--- config.mk ---
export PLATFORM = sky130hd
export DESIGN_NAME = button_press_autorepeat
export DESIGN_NICKNAME = d
export VERILOG_FILES = /design/src/sv/bpa_pkg.sv /design/src/sv/button_press_autorepeat.sv /design/src/sv/bpa_lane.sv /design/src/sv/bpa_merge.sv
export SDC_FILE = /design/constraint.sdc
export NUM_CORES = 1
export LEC_CHECK = 0
export BUFFER_PORTS_ARGS = -buffer_cell sky130_fd_sc_hd__buf_2
export CAP_MARGIN = 20
export CORE_MARGIN = 3
export CORE_UTILIZATION = 40
export DETAILED_ROUTE_END_ITERATION = 8
export PLACE_DENSITY = 0.59
export REMOVE_ABC_BUFFERS = 1
export SLEW_MARGIN = 15
export SYNTH_ARGS = -nofsm -noshare
export SYNTH_HDL_FRONTEND = slang
export SYNTH_SLANG_ARGS = --single-unit
--- constraint.sdc ---
create_clock -name clk -period 6.3 [get_ports clk]
set_input_delay 1.26 -clock clk [delete_from_list [all_inputs] [get_ports clk]]
set_output_delay 1.26 -clock clk [all_outputs]
set_load 0.02 [all_outputs]
--- src/sv/bpa_pkg.sv ---
// Shared types and constants for the button press and autorepeat block.
// Used by every module of the block; has no dependencies of its own.

package bpa_pkg;

	localparam int BUTTONS   = 6;
	localparam int KEY_W     = 8;
	localparam int STORE_W   = 6;
	localparam int PAUSE_IDX = 6;
	localparam int CNT_W     = 10;
	localparam int DN_W      = 10;
	localparam int X_W       = 11;
	localparam int REM_W     = 9;
	localparam int STEPS     = X_W;
	localparam int STEP_W    = $clog2(STEPS);
	localparam int CFG_IDX_W = 2;
	localparam int CFG_W     = 8;

	localparam logic [KEY_W-1:0] BTN_MASK = KEY_W'((1 << BUTTONS) - 1);

	localparam logic [CFG_W-1:0] DELAY_DEFAULT    = 8'd15;
	localparam logic [CFG_W-1:0] INTERVAL_DEFAULT = 8'd4;
	localparam logic [CFG_W-1:0] REPEAT_OFF       = 8'd255;

	localparam logic [CFG_IDX_W-1:0] REG_DELAY    = 2'd0;
	localparam logic [CFG_IDX_W-1:0] REG_INTERVAL = 2'd1;
	localparam logic [CFG_IDX_W-1:0] REG_RATE     = 2'd2;

	typedef struct packed {
		logic [KEY_W-1:0] host_pressed;
		logic [KEY_W-1:0] host_held;
	} in_t;

	typedef struct packed {
		logic [KEY_W-1:0]   pressed_mask;
		logic [KEY_W-1:0]   held_mask;
		logic [STORE_W-1:0] stored_buttons;
	} out_t;

	typedef struct packed {
		logic              start;
		logic              step;
		logic              finish;
		logic [STEP_W-1:0] bit_idx;
	} lane_ctrl_t;

	typedef struct packed {
		logic [DN_W-1:0] delay;
		logic [DN_W-1:0] interval;
		logic            repeat_on;
	} lane_cfg_t;

endpackage

--- src/sv/button_press_autorepeat.sv ---
// Button press and autorepeat: top level with registers, sequencer and lanes.
// A request is taken only in idle; in_stall holds until its result is loaded, so a
// new request waits for the last. Steps: the accept, the 11-step remainder loop in
// each lane, then folding the counters and loading the output once it is free.
// Reset clears the registers, the counters, the previous held mask and valid.
// Depends on bpa_pkg, bpa_lane and bpa_merge.

module button_press_autorepeat import bpa_pkg::*; (
	input  logic                 clk,
	input  logic                 arst_n,
	input  logic                 in_valid,
	output logic                 in_stall,
	input  in_t                  in_data,
	output logic                 out_valid,
	input  logic                 out_stall,
	output out_t                 out_data,
	input  logic                 cfg_we,
	input  logic [CFG_IDX_W-1:0] cfg_index,
	input  logic [CFG_W-1:0]     cfg_data
);

	localparam logic [1:0] S_IDLE = 2'd0;
	localparam logic [1:0] S_RUN  = 2'd1;
	localparam logic [1:0] S_FIN  = 2'd2;

	logic [1:0]         state_q;
	logic [STEP_W-1:0]  bit_q;
	logic [CFG_W-1:0]   delay_q;
	logic [CFG_W-1:0]   interval_q;
	logic               rate_q;
	logic [KEY_W-1:0]   last_held_q;
	logic [KEY_W-1:0]   base_q;
	logic [KEY_W-1:0]   kheld_q;
	logic               accept;
	logic               load;
	logic               merge_ready;
	logic [CFG_W-1:0]   dly;
	logic [CFG_W-1:0]   ivl;
	lane_ctrl_t         lane_ctrl;
	lane_cfg_t          lane_cfg;
	logic [BUTTONS-1:0] rpt;

	assign in_stall = (state_q != S_IDLE);
	assign accept   = in_valid && !in_stall;
	assign load     = (state_q == S_FIN) && merge_ready;

	always_ff @(posedge clk or negedge arst_n) begin
		if (!arst_n) begin
			delay_q    <= '0;
			interval_q <= '0;
			rate_q     <= 1'b0;
		end else if (cfg_we) begin
			unique case (cfg_index)
				REG_DELAY:    delay_q    <= cfg_data;
				REG_INTERVAL: interval_q <= cfg_data;
				REG_RATE:     rate_q     <= cfg_data[0];
				default:      ;
			endcase
		end
	end

	assign dly = (delay_q == '0) ? DELAY_DEFAULT : delay_q;
	assign ivl = (interval_q == '0) ? INTERVAL_DEFAULT : interval_q;

	always_comb begin
		lane_cfg.delay     = rate_q ? DN_W'({dly, 1'b0}) : DN_W'(dly);
		lane_cfg.interval  = rate_q ? DN_W'({ivl, 1'b0}) : DN_W'(ivl);
		lane_cfg.repeat_on = (dly != REPEAT_OFF);
	end

	always_ff @(posedge clk or negedge arst_n) begin
		if (!arst_n) begin
			state_q     <= S_IDLE;
			bit_q       <= '0;
			last_held_q <= '0;
		end else begin
			unique case (state_q)
				S_IDLE: begin
					if (accept) begin
						state_q     <= S_RUN;
						bit_q       <= STEP_W'(STEPS - 1);
						last_held_q <= in_data.host_held;
					end
				end
				S_RUN: begin
					if (bit_q == '0) begin
						state_q <= S_FIN;
					end else begin
						bit_q <= bit_q - STEP_W'(1);
					end
				end
				S_FIN: begin
					if (load) begin
						state_q <= S_IDLE;
					end
				end
				default: state_q <= S_IDLE;
			endcase
		end
	end

	always_ff @(posedge clk) begin
		if (accept) begin
			base_q  <= in_data.host_pressed |
				(in_data.host_held & ~last_held_q & BTN_MASK);
			kheld_q <= in_data.host_held;
		end
	end

	always_comb begin
		lane_ctrl.start   = accept;
		lane_ctrl.step    = (state_q == S_RUN);
		lane_ctrl.finish  = load;
		lane_ctrl.bit_idx = bit_q;
	end

	for (genvar g = 0; g < BUTTONS; g++) begin : g_lane
		bpa_lane u_lane (
			.clk    (clk),
			.arst_n (arst_n),
			.ctrl   (lane_ctrl),
			.cfg    (lane_cfg),
			.down   (in_data.host_held[g]),
			.prev   (last_held_q[g]),
			.rpt    (rpt[g])
		);
	end

	bpa_merge u_merge (
		.clk          (clk),
		.arst_n       (arst_n),
		.load         (load),
		.base_pressed (base_q),
		.kheld        (kheld_q),
		.rpt          (rpt),
		.ready        (merge_ready),
		.out_valid    (out_valid),
		.out_stall    (out_stall),
		.out_data     (out_data)
	);

endmodule

--- src/sv/bpa_lane.sv ---
// One button lane: held-frame counter with fold-back and repeat detection.
// The remainder is found one bit a cycle by restoring subtraction. Uses bpa_pkg.

module bpa_lane import bpa_pkg::*; (
	input  logic       clk,
	input  logic       arst_n,
	input  lane_ctrl_t ctrl,
	input  lane_cfg_t  cfg,
	input  logic       down,
	input  logic       prev,
	output logic       rpt
);

	logic [CNT_W-1:0] cnt_q;
	logic [X_W-1:0]   c_q;
	logic [X_W-1:0]   x_q;
	logic [REM_W-1:0] rem_q;
	logic             zero_q;
	logic [X_W-1:0]   c_next;
	logic [REM_W:0]   trial;
	logic [X_W-1:0]   limit;

	assign c_next = X_W'(cnt_q) + X_W'(1);
	assign trial  = {rem_q, x_q[ctrl.bit_idx]};
	assign limit  = X_W'(cfg.delay) + X_W'(cfg.interval);

	always_ff @(posedge clk or negedge arst_n) begin
		if (!arst_n) begin
			cnt_q <= '0;
		end else if (ctrl.finish) begin
			if (zero_q) begin
				cnt_q <= '0;
			end else if (c_q >= limit) begin
				cnt_q <= cfg.delay + CNT_W'(rem_q);
			end else begin
				cnt_q <= c_q[CNT_W-1:0];
			end
		end
	end

	always_ff @(posedge clk) begin
		if (ctrl.start) begin
			zero_q <= !(down && prev);
			c_q    <= c_next;
			x_q    <= c_next - X_W'(cfg.delay);
			rem_q  <= '0;
		end else if (ctrl.step) begin
			if (trial >= (REM_W+1)'(cfg.interval)) begin
				rem_q <= REM_W'(trial - (REM_W+1)'(cfg.interval));
			end else begin
				rem_q <= trial[REM_W-1:0];
			end
		end
	end

	assign rpt = !zero_q && cfg.repeat_on && (c_q >= X_W'(cfg.delay)) && (rem_q == '0);

endmodule

--- src/sv/bpa_merge.sv ---
// Merging stage and output register: combines edge presses with lane repeats.
// Applies the pause rule and holds the result until taken. Uses bpa_pkg.

module bpa_merge import bpa_pkg::*; (
	input  logic               clk,
	input  logic               arst_n,
	input  logic               load,
	input  logic [KEY_W-1:0]   base_pressed,
	input  logic [KEY_W-1:0]   kheld,
	input  logic [BUTTONS-1:0] rpt,
	output logic               ready,
	output logic               out_valid,
	input  logic               out_stall,
	output out_t               out_data
);

	logic out_valid_q;
	out_t out_q;
	logic [KEY_W-1:0] held;

	always_comb begin
		held = kheld;
		if (kheld[PAUSE_IDX] && !base_pressed[PAUSE_IDX]) begin
			held[PAUSE_IDX] = 1'b0;
		end
	end

	assign ready = !out_valid_q || !out_stall;

	always_ff @(posedge clk or negedge arst_n) begin
		if (!arst_n) begin
			out_valid_q <= 1'b0;
		end else if (load) begin
			out_valid_q <= 1'b1;
		end else if (!out_stall) begin
			out_valid_q <= 1'b0;
		end
	end

	always_ff @(posedge clk) begin
		if (load) begin
			out_q.pressed_mask   <= base_pressed | KEY_W'(rpt);
			out_q.held_mask      <= held;
			out_q.stored_buttons <= kheld[STORE_W-1:0];
		end
	end

	assign out_valid = out_valid_q;
	assign out_data  = out_q;

endmodule
==> reports/metrics.csv <==
metric,value,unit
Synth area leader,edfxtp_1,
Hold Crit Class,reg -> reg,
outcome,"complete, no violations",
Power Density,593,nW/µm²
clk_skew,0.0144,ns
Post-synth ARST share,28.7,%
Bufs on Longest Clock Path,3,
worst reg2reg path startpoint,delay_q[4]$_DFFE_PN0P_,
Area after DPL,23800,µm²
TNS Setup,0,ns
initial antenna violation count,2,
Post-synth top cells,"ha_1, nand2_1, nor2_1",
CP Capture Type,register,
post-DR wirelength/cell,20.9,µm
initial drt markers,1342,
f_max,177,MHz
Final setup violation count,0,
clk slew on worst S/H paths,0.06,ns
routed via count,18058,
synthesized area per cell,9.74,µm²
period utilization,89.6,%
Mapped Cells,2311,
clk_lat worst skew,0.57,ns
max cap viols,0,
largest cells by area after synthesis,"edfxtp_1, ha_1, dfrtp_1",
CTS H-tree lvls,2,
"Primary FF master, synth",edfxtp_1,
Synth cell types,69,
"FF+latch count, synth",314,
Bufs and invs on worst path,0,
first drt pass iteration count,5,
crit path launch type,register,
Tot Pwr,14.9,mW
CORE AREA,55400,µm²
post-synth top area share,22.7,%
n_diodes,0,
Worst EP required,6.77,ns
final hold vios,0,
overall routing resource usage,21.9,%
Post-Syn Area,22500,µm²
die footprint,59100,µm²
post-cts sizing count,0,
count of input and output buffers,54,
sequential-to-total area share from yosys stat,37.5,%
"Area growth, synth to finish",11.6,%
Detailed Place HPWL,48.0,mm
Remaining DRCs,0,
Die H,243,µm
Post-CTS Hold Buffers,0,
RSZ-0062 raised after global routing,no,
Slowest cell on crit path,xnor2_1,
TritonCTS clock tree,done,
"Core Util, Final",45.3,%
Post-CTS Setup Inserts,0,
R2R setup slack,0.65,ns
I/O pin cnt,55,
Worst-Margin Slew,1.04,ns
CTS Buf Count,39,
Post-synth EDFFs,170,
P_leak,10.8,nW
drt via density,5.71,
placer congestion estimate,0.896,
vias in the first global route,17653,
Max-slew headroom,30.3,%
CTS root buf,clkbuf_16,
first-pass GRT wire length,101,mm
Starting Density,40.6,%
critical path cell sequence,or4_1 -> nor4_1 -> nand2b_1 -> nand2_1 -> ha_1 -> o21ai_0 -> o21a_1 -> nor2_1 -> o21ai_0 -> nand2b_1 -> xnor2_1 -> ha_1 -> a2111o_1 -> a41oi_1 -> a22oi_1 -> o221a_2 -> mux2i_1 -> o31ai_1,
Die X,243,µm
final net count,2715,
worst endpoint data arrival time,6.11,ns
CP Max Fanout,14,
"Largest delay share family, worst path",compound AO/OA/AOI/OAI gates,
gr ovfl total,0,
row count,86,
crit path kind,reg -> reg,
pin count of the biggest net entering global routing,86,
Ys Warns,0,
Routed Antenna Nets,0,
worst vdd ir,0.000264,V
fin. max-slew vios,0,
layout cell share with drive strength beyond 1,9.19,%
CP Launch Point,delay_q[4]$_DFFE_PN0P_,
Finished Cell Area,25100,µm²
Sink Count,314,
hold path start,kheld_q[7]$_DFFE_PP_,
Routed Wire Length,66.1,mm
crit path time final,5.65,ns
top-count cell post-synth,ha_1,
"slowest stage delay, CP",0.74,ns
==> sequential cells by signal, summed over array words and instances, names as in the netlist, 8 cells and up <==
name	flops
base_q	8
g_lane.u_lane.c_q	66
g_lane.u_lane.rem_q	54
g_lane.u_lane.cnt_q	60
interval_q	8
delay_q	8
kheld_q	8
u_merge.out_data	16
g_lane.u_lane.x_q	66
==> metrics by stage <==
step / hold WS (ns) / setup WS [ns] / std cells
after floorplan: 0.400 / -4.11 / 2251
after global placement: 0.400 / 0.880 / 3090
after detailed placement: 0.406 / 0.697 / 3092
after CTS: 0.417 / 0.689 / 3164
after global routing: 0.425 / 0.279 / 3164
final: 0.418 / 0.653 / 3164
==> cell families after synthesis <==
logic type	Yosys count	share of synthesized area [%]
simple gates	722	14.7
compound gates	562	17.0
flops	314	37.5
fa+ha+maj	300	17.3
buf+inv	182	3.22
xor+xnor	151	5.88
mux	80	4.36
==> power breakdown <==
group | internal, mW | total [mW] | switching [mW]
sequential | 3.00 | 3.76 | 0.757
clock | 1.46 | 2.39 | 0.932
combinational | 3.69 | 8.75 | 5.06
total | 8.15 | 14.9 | 6.75
==> layout make-up <==
cell class              count  area, µm²
clock buffers              54       1130
clock inverters            18        234
fillers                  5208      30300
inverters                 122        458
multi-input cells        1815      13400
flip-flops and latches    314       8440
well taps                 748        936
repair buffers             93        563
==> cell usage in the layout, fill, tap and decap left out, types with 47 or more instances in the layout <==
cell	instances
dfrtp_1	90
o211ai_1	47
ha_1	280
xor2_1	48
edfxtp_1	170
inv_1	121
nand2_1	260
xnor2_1	103
a21oi_1	130
nand3_1	92
o21ai_0	116
dfxtp_1	54
buf_2	54
nor2_1	179
a21o_1	73
==> path summary, 6_finish.rpt <==
kind                       cells after the start                                    end
min in group asynchronous                      1  g_lane[1].u_lane.cnt_q[2]$_DFFE_PN0P_
max reg2reg                                   18  g_lane[5].u_lane.cnt_q[9]$_DFFE_PN0P_
min                                            0         u_merge.out_data[13]$_DFFE_PP_
min reg2reg                                    0         u_merge.out_data[13]$_DFFE_PP_
max                                           18  g_lane[5].u_lane.cnt_q[9]$_DFFE_PN0P_
max in group asynchronous                      2                   bit_q[2]$_DFFE_PN0P_
==> per-layer routing <==
metal	track usage [%]	vias up	wire length, µm	share of wire, %
met2	37.4	504	32200	49
li1	-	8613	-	-
met5	0	-	0	0
met3	2.98	134	3680	5.6
met1	28.2	8807	27700	42
met4	8.52	0	2520	3.8
Power figures use the tool's default switching activity.
